===== src/hw/rtl/bhs_pkg.sv =====
// ----------------------------------------------------------------------------
// bhs_pkg
// shared types and constants of the bounded hash set
// ----------------------------------------------------------------------------
package bhs_pkg;

  localparam int unsigned Buckets   = 64;
  localparam int unsigned Ways      = 4;
  localparam int unsigned Slots     = Buckets * Ways;
  localparam int unsigned KeyW      = 31;
  localparam int unsigned CmdW      = 2;
  localparam int unsigned CfgW      = 7;
  localparam int unsigned EntW      = 9;
  localparam int unsigned BktW      = (Buckets > 1) ? $clog2(Buckets) : 1;
  localparam int unsigned WayW      = (Ways > 1) ? $clog2(Ways) : 1;
  localparam int unsigned SlotW     = (Slots > 1) ? $clog2(Slots) : 1;
  localparam int unsigned RemW      = CfgW + 1;
  localparam int unsigned KeyCntW   = $clog2(KeyW + 1);

  localparam logic [CmdW-1:0] CmdLookup = 2'd0;
  localparam logic [CmdW-1:0] CmdInsert = 2'd1;
  localparam logic [CmdW-1:0] CmdRemove = 2'd2;
  // unused code, behaves as a lookup
  localparam logic [CmdW-1:0] CmdSpare  = 2'd3;

  typedef struct packed {
    logic start;     // load key and begin modulo
    logic mod_step;  // one modulo bit
    logic scan;      // read one way
    logic commit;    // apply update, build result
  } bhs_ctrl_t;

  typedef struct packed {
    logic mod_last;
    logic scan_last;
  } bhs_stat_t;

  typedef struct packed {
    logic            present;
    logic            changed;
    logic            bucket_full;
    logic [EntW-1:0] entries;
  } bhs_res_t;

endpackage


===== src/hw/rtl/bhs_ctrl.sv =====
// ----------------------------------------------------------------------------
// bhs_ctrl
// sequencer: modulo, way scan, commit, then result transfer
// ----------------------------------------------------------------------------
module bhs_ctrl (
  input  logic               clk_i,
  input  logic               rst_ni,
  input  logic               in_valid_i,
  output logic               in_ready_o,
  output logic               out_valid_o,
  input  logic               out_ready_i,
  input  bhs_pkg::bhs_stat_t stat_i,
  output bhs_pkg::bhs_ctrl_t ctrl_o
);
  import bhs_pkg::*;

  localparam logic [1:0] StIdle = 2'd0;
  localparam logic [1:0] StMod  = 2'd1;
  localparam logic [1:0] StScan = 2'd2;
  localparam logic [1:0] StDone = 2'd3;

  logic [1:0] state_q, state_d;
  logic       out_valid_q, out_valid_d;

  // accept a new item when idle and the previous result slot can be freed
  assign in_ready_o  = (state_q == StIdle) && (!out_valid_q || out_ready_i);
  assign out_valid_o = out_valid_q;

  always_comb begin
    state_d     = state_q;
    out_valid_d = out_valid_q;
    ctrl_o      = '0;
    if (out_valid_q && out_ready_i) out_valid_d = 1'b0;
    unique case (state_q)
      StIdle: begin
        if (in_valid_i && in_ready_o) begin
          ctrl_o.start = 1'b1;
          state_d      = StMod;
        end
      end
      StMod: begin
        ctrl_o.mod_step = 1'b1;
        if (stat_i.mod_last) state_d = StScan;
      end
      StScan: begin
        ctrl_o.scan = 1'b1;
        if (stat_i.scan_last) state_d = StDone;
      end
      StDone: begin
        if (!out_valid_q || out_ready_i) begin
          ctrl_o.commit = 1'b1;
          out_valid_d   = 1'b1;
          state_d       = StIdle;
        end
      end
      default: state_d = StIdle;
    endcase
  end

  // state registers
  always_ff @(posedge clk_i or negedge rst_ni) begin
    if (!rst_ni) begin
      state_q     <= StIdle;
      out_valid_q <= 1'b0;
    end else begin
      state_q     <= state_d;
      out_valid_q <= out_valid_d;
    end
  end
endmodule


===== config.mk =====
export PLATFORM = sky130hd
export DESIGN_NAME = bhs_ctrl
export DESIGN_NICKNAME = d
export VERILOG_FILES = /design/src/hw/rtl/bhs_pkg.sv /design/src/hw/rtl/bhs_ctrl.sv
export SDC_FILE = /design/constraint.sdc
export NUM_CORES = 1
export LEC_CHECK = 0
export ABC_AREA = 0
export BUFFER_PORTS_ARGS = -buffer_cell sky130_fd_sc_hd__buf_2
export CAP_MARGIN = 0
export CORE_AREA = 2 2 39 41
export DETAILED_ROUTE_END_ITERATION = 10
export DIE_AREA = 0 0 41 43
export SKIP_LAST_GASP = 1
export SLEW_MARGIN = 20
export SYNTH_ARGS = -nofsm -noshare
export SYNTH_HDL_FRONTEND = slang
export SYNTH_SLANG_ARGS = --single-unit

===== constraint.sdc =====
create_clock -name clk_i -period 1.4 [get_ports clk_i]
set_input_delay 0.21 -clock clk_i [delete_from_list [all_inputs] [get_ports clk_i]]
set_output_delay 0.21 -clock clk_i [all_outputs]
set_load 0.03 [all_outputs]

== Word-level counts from Yosys, hierarchy flattened ==
Cells that the tools add are included.

* Shift operators: 0
* $add $sub $neg: 0
* Reduce and logical (&&, ||, !) cells: 7
* $lt $le $gt $ge: 0
* Multipliers: 0
* Div/mod/pow operators: 0
* Bitwise gates (word level): 0
* Equality and inequality tests: 7
* Mux-type cells: 14

{| class="wikitable"
|+ Operator list
! operator !! count
|-
| $mux 1 || 9
|-
| $mux 2 || 4
|-
| $pmux 2 s4 || 1
|-
| $ne 2x2->1 const B || 3
|-
| $eq 2x2->1 const B || 2
|-
| $reduce_and 4->1 || 1
|-
| $logic_and 1x1->1 || 3
|-
| $eq 2x1->1 const B || 1
|-
| $logic_not 2->1 || 1
|-
| $ne 2x1->1 const B || 1
|-
| $logic_not 1->1 || 1
|-
| $logic_or 1x1->1 || 1
|}

* RAM bits: 0
* Output and inout port bits: 6
* Bits in latches: 0
* Bits in read-only memories: 0
* Logic and storage cells: 30
* Register bits after elaboration: 3
* Memories kept: 0
* Input bits: 6

== Logic depth before layout (Yosys ltp) ==
Gate-level depths: netlist of the first run.

* Depth in word-level cells: 6
* Gate-level depth with buffers: 6
* Gate-level depth less buffers: 6

== Worst setup path after synthesis of the first run ==
No wires, ideal clock.

* Path type: flip-flop to flip-flop
* From: register state_q[0]
* To: register state_q[1]
* Data required time: 1.272 ns
* Buffers on the path: 0
* Setup time: 0.128 ns
* Path slack: -0.201 ns
* Clock period less this slack: 1.601 ns
* Data arrival time: 1.473 ns
* Cell stages (with the launch flop): 7
* Cells stage by stage: dfrtp_1 > inv_1 > ha_1 > inv_1 > o22ai_1 > a221oi_2 > mux2_1

* Cells in the longest elaborated chain, start to end: 5
* Elaborated cells between the ends (all ways): 12
* Classes of those cells: eq/ne: 7; mux: 1; reduce/logical: 4

{| class="wikitable"
|+ RTL lines
! what !! line !! text
|-
| start: declaration || bhs_ctrl.sv:22 || <nowiki>logic [1:0] state_q, state_d;</nowiki>
|-
| start signal: assignment || bhs_ctrl.sv:63 || <nowiki>state_q <= StIdle;</nowiki>
|-
| start signal: assignment || bhs_ctrl.sv:66 || <nowiki>state_q <= state_d;</nowiki>
|-
| $logic_not 2->1 || bhs_ctrl.sv:26, bhs_ctrl.sv:34 ||
|-
| $logic_and 1x1->1 || bhs_ctrl.sv:26 || <nowiki>assign in_ready_o = (state_q == StIdle) && (!out_valid_q || out_ready_i);</nowiki>
|-
| $logic_and 1x1->1 || bhs_ctrl.sv:36 || <nowiki>if (in_valid_i && in_ready_o) begin</nowiki>
|-
| $ne 2x1->1 (no line) || n/a ||
|-
| $reduce_and 4->1 (no line) || n/a ||
|}

Parallel ways exist; a longest one is shown, timed or not.
A chain may end at the register's enable or synchronous reset.

== Worst setup path in the final report of the first run ==
* From: register state_q[1]
* To: register state_q[1]

Same word-level chain as after synthesis.

==> out/results.txt, run 1 <==
Period Utilization, post-route: 1.081
Final hold violations: 0
Port Buffers: 11
Clock skew: 0.001166 ns
Critical Path End: state_q[1]
CTS max path bufs: 2
Antenna diodes: 0
Tot GR Track Use: 0.09538
CTS tree: built
Lkg Pwr: 0.2569 nW
RSZ-0062 raised after global routing: true
Clock Latency Late Sink: 0.24 ns
Status: finished, violations left
Core box area: 0.001384 sq mm
Violated checks: negative setup slack
DP Wirelength: 407.3 um
Cells after Synth: 24
Die width: 41 um
Post-Synthesis Cell Area: 245.2 sq um
Clk sink count: 3
CTS Buf Count: 3
GRT Residual Overflow: 0
Critical Path AT: 1.63 ns
Met2 usage: 0.1469
Initial antenna violation count: 0
Reg2Reg Setup Slack: -0.11 ns
Endpoints failing setup: 6
Initial Utilization: 0.1772
Max Freq: 660.8 MHz
Slowest-stage cell, CP: dfrtp_1
Post-synthesis sequential area ratio: 0.3061
Layout cell share with drive strength beyond 1: 0.7347
Cell taking the most area after synthesis: dfrtp_1
Number of global-route vias before repair: 268
Pre-CTS WS: -0.1066 ns
Fin. max-slew vios: 0
Root buf cell: clkbuf_4
PD cells: 2637 mW/mm^2
Critical Path End Type: flop
Total wire length: 631 um
GRT busiest layer: met2
Avg WL per Cell: 9.708 um
Yosys warning total: 0
Top post-synthesis cells by area: dfrtp_1 (31%), ha_1 (26%), a221oi_2 (6.1%), inv_1 (6.1%), nand2b_4 (5.6%)
# fillers: 142
Mapped Nets: 35
Max-Cap Viols: 0
Hold Crit Class: in2async
Multi-input logic area: 202.7 sq um
Worst R2R End: state_q[1]
Vias: 254
Clock transition at path regs: 0.04 ns
Setup crit start kind: flop
Area Overhead vs Synth: 107.1%
TritonRoute pass-1 iters: 1
CTS H-tree depth: 1
Cell depth of the worst flop-to-flop path: 6
I/O pin cnt: 12
DRT iter0 DRCs: 0
Worst Path Class, Setup: reg2reg
Die Height: 43 um
Netlist cell types: 14
Crit path cell chain: buf_4 -> ha_4 -> inv_2 -> o22ai_2 -> a221oi_2 -> mux2_1
Vias/cell: 3.908
Site Rows: 14
CP max FO: 3
Synthesized area per cell: 10.22 sq um
Pin count of the biggest net entering global routing: 7
First-pass GRT wire length: 1014 um
Post-route worst setup slack: -0.1134 ns
Top cell type's share of synthesized area: 0.3061
Placed cell count: 57
M1 GR Usage: 0.07717
Seq cells post-synth: 3
NumNets Final: 61
Max VDD drop: 0.7192 mV
Crit path time final: 1.513 ns
Die ar.: 0.001763 sq mm
Routability cong.: 0.6468
CP peak stage delay: 0.40 ns
Met3 track demand over resource: 0.07853
Cell Count, Final, Fillers Out: 65
FF-to-FF Start: state_q[1]
Worst setup path startpoint: state_q[1]
WP data required: 1.52 ns
Register area: 75.07 sq um
Slew @ Worst Pin: 0.2678 ns
Drt drc: 0
ANT nets after route: 0
Slew HR: 0.8215
## power breakdown
group | total (W) | switching [W] | leakage, nW | internal [W]
combinational | 0.000997 | 0.000478 | 0.206 | 0.000519
sequential | 0.000183 | 0.0000480 | 0.0358 | 0.000135
clock | 0.000160 | 0.0000524 | 0.0150 | 0.000107
## per-layer routing
| layer | routed length (um) | vias up |
|---|---|---|
| met5 | 0 | - |
| met4 | 0 | 0 |
| met3 | 49 | 0 |
| met2 | 355 | 12 |
| met1 | 225 | 115 |
| li1 | - | 127 |
## cell type report
type,instances,share of cell area
Multi-Input combinational cell,16,0.3990
Timing Repair Buffer,21,0.3251
Sequential cell,3,0.1478
Clock buffer,4,0.05172
Tap cell,16,0.03941
Inverter,5,0.03695
## what timing repair did
action	in CTS	in global routing
gates resized for setup	14	0
setup endpoints to repair	6	6
pin swaps	2	1
endpoints found under the hold margin	3	0
setup buffers	3	0
hold buffers	1	0
## logic make-up (layout without fill, tap and decap cells)
logic type | Yosys count | after routing | synth area share
adders and majority gates | 5 | 5 | 0.2551
AOI/OAI and AO/OA | 2 | 2 | 0.08673
buffers and inverters | 5 | 30 | 0.07650
and+or+nand+nor | 7 | 7 | 0.1888
muxes | 2 | 2 | 0.08673
DFF | 3 | 3 | 0.3061
## cells in the mapped netlist, drive strengths merged
cell type	n
and3	1
nor2	1
nand2b	2
nand2	1
a221oi	1
and2	2
dfrtp	3
mux2	1
inv	5
ha	5
o22ai	1
mux2i	1
## worst max-delay path, delay by kind of cell (launching register included)
kind,cells,cell delay (ns)
buffers and inverters,2,0.20
adders and majority gates,1,0.15
muxes,1,0.35
DFF,1,0.40
AOI/OAI and AO/OA,2,0.29
## per-stage QoR
step	setup TNS [ns]	power (W)	utilization	area [sq um]	hold slack [ns]
final	-0.4534	0.001340	0.3671	508.0	0.2945
after global routing	-0.8302	0.001455	0.3671	508.0	0.3014
after CTS	-0.4703	0.001328	0.3671	508.0	0.2828
after detailed placement	-0.1570	0.0009515	0.2866	396.6	0.01028
after global placement	-0.07987	0.0009404	0.2866	396.6	0.01219
after floorplan	-0.08095	0.0007128	-	276.5	-0.08559
## cells in the final DEF, fill, tap and decap left out, types with 2 or more instances in the layout
cell	count
buf_2	7
buf_4	7
buf_6	6
inv_2	5
ha_4	3
clkbuf_4	3
dfrtp_1	3
and2_1	2
## flip-flops by register name, indices dropped and copies added (netlist names)
name         cells
out_valid_o      1
state_q          2
## worst min-delay path by stage
| stage | from | end | cells past startpoint |
|---|---|---|---|
| 2_1_floorplan | rst_ni | out_valid_o | 0 |
| 3_3_place_gp | rst_ni | state_q[0] | 1 |
| 3_5_place_dp | rst_ni | state_q[0] | 1 |
| 4_1_cts | rst_ni | out_valid_o | 2 |
| 5_1_grt | rst_ni | state_q[0] | 2 |
| 6_report | rst_ni | out_valid_o | 2 |
(Power assumes the default switching activity.)
==> run 2, diff against run 1 <==
- CTS_BUF_LIST: unset -> sky130_fd_sc_hd__clkbuf_4
- GPL_TIMING_DRIVEN: unset -> 0
==> run 2 against run 1 <==
  * The flow still finishes with violations (negative setup slack)
  * Largest power group unchanged
  * Largest cell class unchanged
  * Critical path depth shrank 2
  * Worst setup slack gained 0.062 ns
  * Critical endpoint is now ctrl_o[3]
  * Combinational power shrank 28%
  * Sequential power grew 14%
  * Fmax grew 4.3%
==> out/results.txt, run 2 (synthesized netlist as in run 1, its figures left out) <==
Status: finished, violations left
Violated checks: negative setup slack
RSZ-0062 raised after global routing: true
Pin count of the biggest net entering global routing: 7
Vias: 221
Hold Crit Class: in2reg
WP data required: 1.19 ns
Layout cell share with drive strength beyond 1: 0.7442
Top sig layer: met4
CTS tree: built
Placed cell count: 51
Most frequent cells in the layout: buf_2 (9), inv_2 (4), clkbuf_4 (4)
Critical Path End Type: output pin
Net Sw Frac: 0.4553
Worst Path Class, Setup: reg2out
Core box area: 0.001384 sq mm
CTS Buf Count: 3
Int Power: 0.0005987 W
Lkg Pwr: 0.2238 nW
Site Rows: 14
Crit path time final: 1.451 ns
Met2 routed WL: 216 um
Clock Latency Late Sink: 0.23 ns
GRT Residual Overflow: 0
# fillers: 148
PD cells: 2517 mW/mm^2
Endpoints failing setup: 3
Slew HR: 0.8405
Area of placed instances: 351.6 sq um
ANT nets after route: 0
CTS max path bufs: 2
Area Overhead vs Synth: 78.06%
Drt drc: 0
Cell Count, Final, Fillers Out: 59
M1 wire length: 167 um
Reg2Reg Setup Slack: -0.02 ns
I/O pin cnt: 12
Fin. max-slew vios: 0
Fin area: 436.7 sq um
Fin Setup TNS: -0.09783 ns
P_sw: 0.0005004 W
Max VDD drop: 0.7597 mV
Largest register FFs: 2
DP Wirelength: 365.9 um
Clock Power Share: 0.157
First-pass GRT wire length: 703 um
Clock skew: 0.002451 ns
Post-route worst setup slack: -0.05117 ns
Die Height: 43 um
Clk sink count: 3
Die ar.: 0.001763 sq mm
Initial antenna violation count: 0
Pwr Total: 0.001099 W
DRT iter0 DRCs: 0
Final hold violations: 0
Routed met3 length: 48 um
Vias/cell: 3.746
Tot GR Track Use: 0.06820
Max Freq: 689.1 MHz
WHS Endpoint: out_valid_o
Setup crit start kind: flop
Seq pwr share: 0.189
Period Utilization, post-route: 1.037
Avg WL per Cell: 7.559 um
Clock transition at path regs: 0.04 ns
CP max FO: 4
Initial Utilization: 0.1772
Logic gate share of total power: 0.654
Register area: 77.57 sq um
Commonest non-fill, non-tap cell in the layout: buf_2
Total wire length: 446 um
Number of global-route vias before repair: 192
HP Start: out_ready_i
TritonRoute pass-1 iters: 1
Routability cong.: 0.6279
Multi-input logic area: 187.7 sq um
CTS H-tree depth: 1
Port Buffers: 11
Critical Path AT: 1.24 ns
Root buf cell: clkbuf_4
FF-to-FF Start: state_q[0]
NumNets Final: 55
WHS Path Cells: 3
Antenna diodes: 0
Worst R2R End: state_q[1]
Max-Cap Viols: 0
Cell depth of the worst flop-to-flop path: 3
Largest reg by FF count: state_q
Slew @ Worst Pin: 0.2392 ns
Die width: 41 um
run 2: per-layer routing:
layer  GRT usage  vias to the layer above
met5           0                        -
met4     0.04000                        0
met3     0.07853                        2
met2     0.09375                       10
met1     0.05449                       95
li1            -                      114
run 2: area by class of cell:
cell class	instances	share of cell area
inverters	5	0.04871
flip-flops and latches	3	0.1777
well taps	16	0.04585
clock buffers	4	0.06877
multi-input cells	16	0.4298
repair buffers	15	0.2292
run 2: power groups by stage:
stage	Sequential, W	Combinational (W)	Clock, W
global route	0.000218	0.000793	0.000188
global placement	0.000198	0.000612	0
finish	0.000208	0.000719	0.000172
CTS	0.000197	0.000706	0.000183
floorplan	0.000219	0.000494	0
detailed placement	0.000198	0.000617	0
run 2: how the worst max path moves through the flow:
stage | from | endpoint | slack, ns
after global routing | state_q[1] | ctrl_o[3] | -0.11
after global placement | state_q[0] | state_q[1] | -0.14
after floorplan | state_q[0] | state_q[1] | -0.08
final | state_q[1] | ctrl_o[3] | -0.05
after detailed placement | state_q[0] | state_q[1] | -0.15
after CTS | state_q[0] | ctrl_o[3] | -0.09
run 2: stage by stage:
step | hold slack [ns] | utilization | setup WS, ns
3_5_place_dp | 0.009197 | 0.2541 | -0.1477
6_report | 0.2880 | 0.3156 | -0.05117
4_1_cts | 0.2820 | 0.3047 | -0.09121
2_1_floorplan | -0.08559 | - | -0.08095
5_1_grt | 0.3020 | 0.3156 | -0.1099
3_3_place_gp | 0.009020 | 0.2541 | -0.1373
run 2: timing repair:
action	4_1_cts	5_1_grt
gates resized for setup	5	4
hold endpoints to repair	3	0
hold buffers	1	0
setup buffers	2	1
setup endpoints to repair	5	5
pin swaps	1	1
run 2: worst max-delay path: stages (launching register included):
cell and delay [ns]:
dfrtp_2 0.43, inv_2 0.10, ha_2 0.19, and3_1 0.16
buf_6 0.13
==> run 3, diff against run 2 <==
- ABC_AREA: 0 -> 1
==> run 3 against run 2 <==
  * Synthesized cell count up 54%
  * Synthesized area up 19%
  * The run still ends with negative setup slack left
  * Clock power down 5%
  * Critical path depth up 1
  * Fmax up 1.4%
  * Global-route usage up 1.8 points
  * Sequential power down 17%
  * Wire length up 35%
  * Cell count up 29%
  * Highest routed layer is now met3
  * Count of clock-buffer cells in the layout unchanged
  * Combinational power up 34%
  * Critical path type unchanged
  * Flip-flop and latch count unchanged
==> out/results.txt, run 3 <==
Status: finished, violations left
Violated checks: negative setup slack
Port Buffers: 11
Worst Path Class, Setup: reg2out
Most used DFF post-synth: dfrtp_1
Logic gate share of total power: 0.741
Post-synth EDFFs: 0
Clock Power Share: 0.126
Die ar.: 0.001763 sq mm
Yosys warning total: 0
Cells after Synth: 37
Layout cell share with drive strength beyond 1: 0.6333
Mapped Nets: 48
Die Height: 43 um
Largest register FFs: 2
Max Freq: 698.6 MHz
Most common cell in the netlist: inv_1
Number of global-route vias before repair: 291
DRT iter0 DRCs: 1
Top cell type's share of synthesized area: 0.2575
Net Sw Frac: 0.4580
Fin area: 515.5 sq um
Vias/cell: 3.803
GRT Residual Overflow: 0
DP Wirelength: 433.3 um
NumNets Final: 72
Fin. max-slew vios: 0
Pin count of the biggest net entering global routing: 5
Post-Synthesis Cell Area: 291.5 sq um
Largest reg by FF count: state_q
Most frequent cells in the layout: buf_4 (9), nand2_1 (7), buf_2 (6)
CTS tree: built
Crit path cell chain: inv_2 -> ha_4 -> inv_2 -> nor3_2 -> buf_4
Family with the most delay on the worst path: flip-flops
Multi-input logic area: 215.2 sq um
Antenna diodes: 0
Root buf cell: clkbuf_4
First-pass GRT wire length: 1007 um
Endpoints failing setup: 2
Slew HR: 0.8594
Max-Cap Viols: 0
# fillers: 139
Setup crit start kind: flop
Placed cell count: 64
Pwr Total: 0.001295 W
Synthesized area per cell: 7.879 sq um
Critical Path End Type: output pin
Leading post-synthesis cells by instance count: inv_1 (8), nand2_1 (7), ha_1 (5), dfrtp_1 (3), nand2_2 (3)
Clock skew: 0.001175 ns
Buf/Inv on CP: 3
TritonRoute pass-1 iters: 2
Pre-CTS WS: 0.05977 ns
WP data required: 1.19 ns
Crit path time final: 1.431 ns
Clock Latency Late Sink: 0.22 ns
CP peak stage delay: 0.41 ns
Avg WL per Cell: 7.947 um
Lkg Pwr: 0.2803 nW
Initial Utilization: 0.2107
Reg2Reg Setup Slack: 0.07 ns
Slowest-stage cell, CP: dfrtp_1
Area of placed instances: 371.6 sq um
Initial antenna violation count: 0
Int Power: 0.0007017 W
Routability cong.: 0.6980
Hold Crit Class: in2reg
Post-route worst setup slack: -0.03134 ns
Netlist cell types: 14
Post-synthesis sequential area ratio: 0.2575
Commonest non-fill, non-tap cell in the layout: buf_4
CP max FO: 3
Register area: 75.07 sq um
Core box area: 0.001384 sq mm
CTS max path bufs: 2
Fin Setup TNS: -0.03547 ns
Drt drc: 0
Area Overhead vs Synth: 76.82%
Period Utilization, post-route: 1.022
P_sw: 0.0005929 W
PD cells: 2511 mW/mm^2
Post-synth ARST share: 1.000
Top post-synthesis cells by area: dfrtp_1 (26%), ha_1 (21%), inv_1 (10%), nand2_1 (9.0%), nor2_8 (6.9%)
I/O pin cnt: 12
Cell Count, Final, Fillers Out: 76
Tot GR Track Use: 0.08661
ANT nets after route: 0
CTS Buf Count: 3
Seq cells post-synth: 3
Site Rows: 14
Seq pwr share: 0.132
Critical Path Most Common Cell: inv_2
Slew @ Worst Pin: 0.2106 ns
Clk sink count: 3
Vias: 289
Cell taking the most area after synthesis: dfrtp_1
Die width: 41 um
Total wire length: 604 um
Clock transition at path regs: 0.03 ns
Critical Path AT: 1.22 ns
RSZ-0062 raised after global routing: true
CTS H-tree depth: 1
Max VDD drop: 0.7267 mV
Final hold violations: 0
==> run 3: stage by stage <==
| step | hold slack [ns] | utilization |
|---|---|---|
| floorplan | -0.08559 | - |
| global placement | 0.006215 | 0.2685 |
| detailed placement | 0.008563 | 0.2685 |
| CTS | 0.2944 | 0.3508 |
| global route | 0.3087 | 0.3725 |
| finish | 0.2978 | 0.3725 |
==> run 3: per-layer routing <==
metal	share of wire	wire [um]	GRT usage
met3	0.041	25	0.03141
met1	0.38	230	0.08117
met5	0	0	0
met4	0	0	0.06000
met2	0.57	347	0.1438
==> run 3: worst min-delay path: stages <==
cell and delay [ns]:
buf_2 0.09, inv_1 0.04, nand2_2 0.07, nand2_1 0.05
==> run 3: cell families after synthesis <==
kind of cell | share of synthesized area
and+or+nand+nor | 0.3820
buffers and inverters | 0.1159
adders and majority gates | 0.2146
DFF | 0.2575
AOI/OAI and AO/OA | 0.03005
==> run 3: power groups by stage <==
stage / logic (W) / clock network [W] / registers (W)
2_1_floorplan: 0.000504 / 0 / 0.000193
3_3_place_gp: 0.000647 / 0 / 0.000174
3_5_place_dp: 0.000659 / 0 / 0.000175
4_1_cts: 0.000875 / 0.000173 / 0.000169
5_1_grt: 0.00104 / 0.000189 / 0.000178
6_report: 0.000960 / 0.000164 / 0.000172
==> run 3: layout make-up <==
cell class                 count  area share
multi-input combinational     25      0.4175
timing repair buffer          19      0.2743
sequential                     3      0.1456
inverter                       9     0.06553
clock buffer                   4     0.05825
tap                           16     0.03883
==> run 3: worst paths after layout <==
check                       startpoint     endpoint  cells after the start
max                         state_q[1]    ctrl_o[3]                      5
min                        out_ready_i  out_valid_o                      4
max reg2reg                 state_q[1]   state_q[0]                      6
min reg2reg                out_valid_o  out_valid_o                      2
max in group asynchronous       rst_ni   state_q[0]                      2
min in group asynchronous       rst_ni  out_valid_o                      2
==> run 3: timing repair <==
item / CTS / global route
endpoints found under the hold margin: 3 / 0
hold buffers: 1 / 0
resized for setup: 8 / 11
gates cloned: 0 / 0
setup endpoints to repair: 2 / 7
setup buffers: 7 / 0
pin swaps: 2 / 4
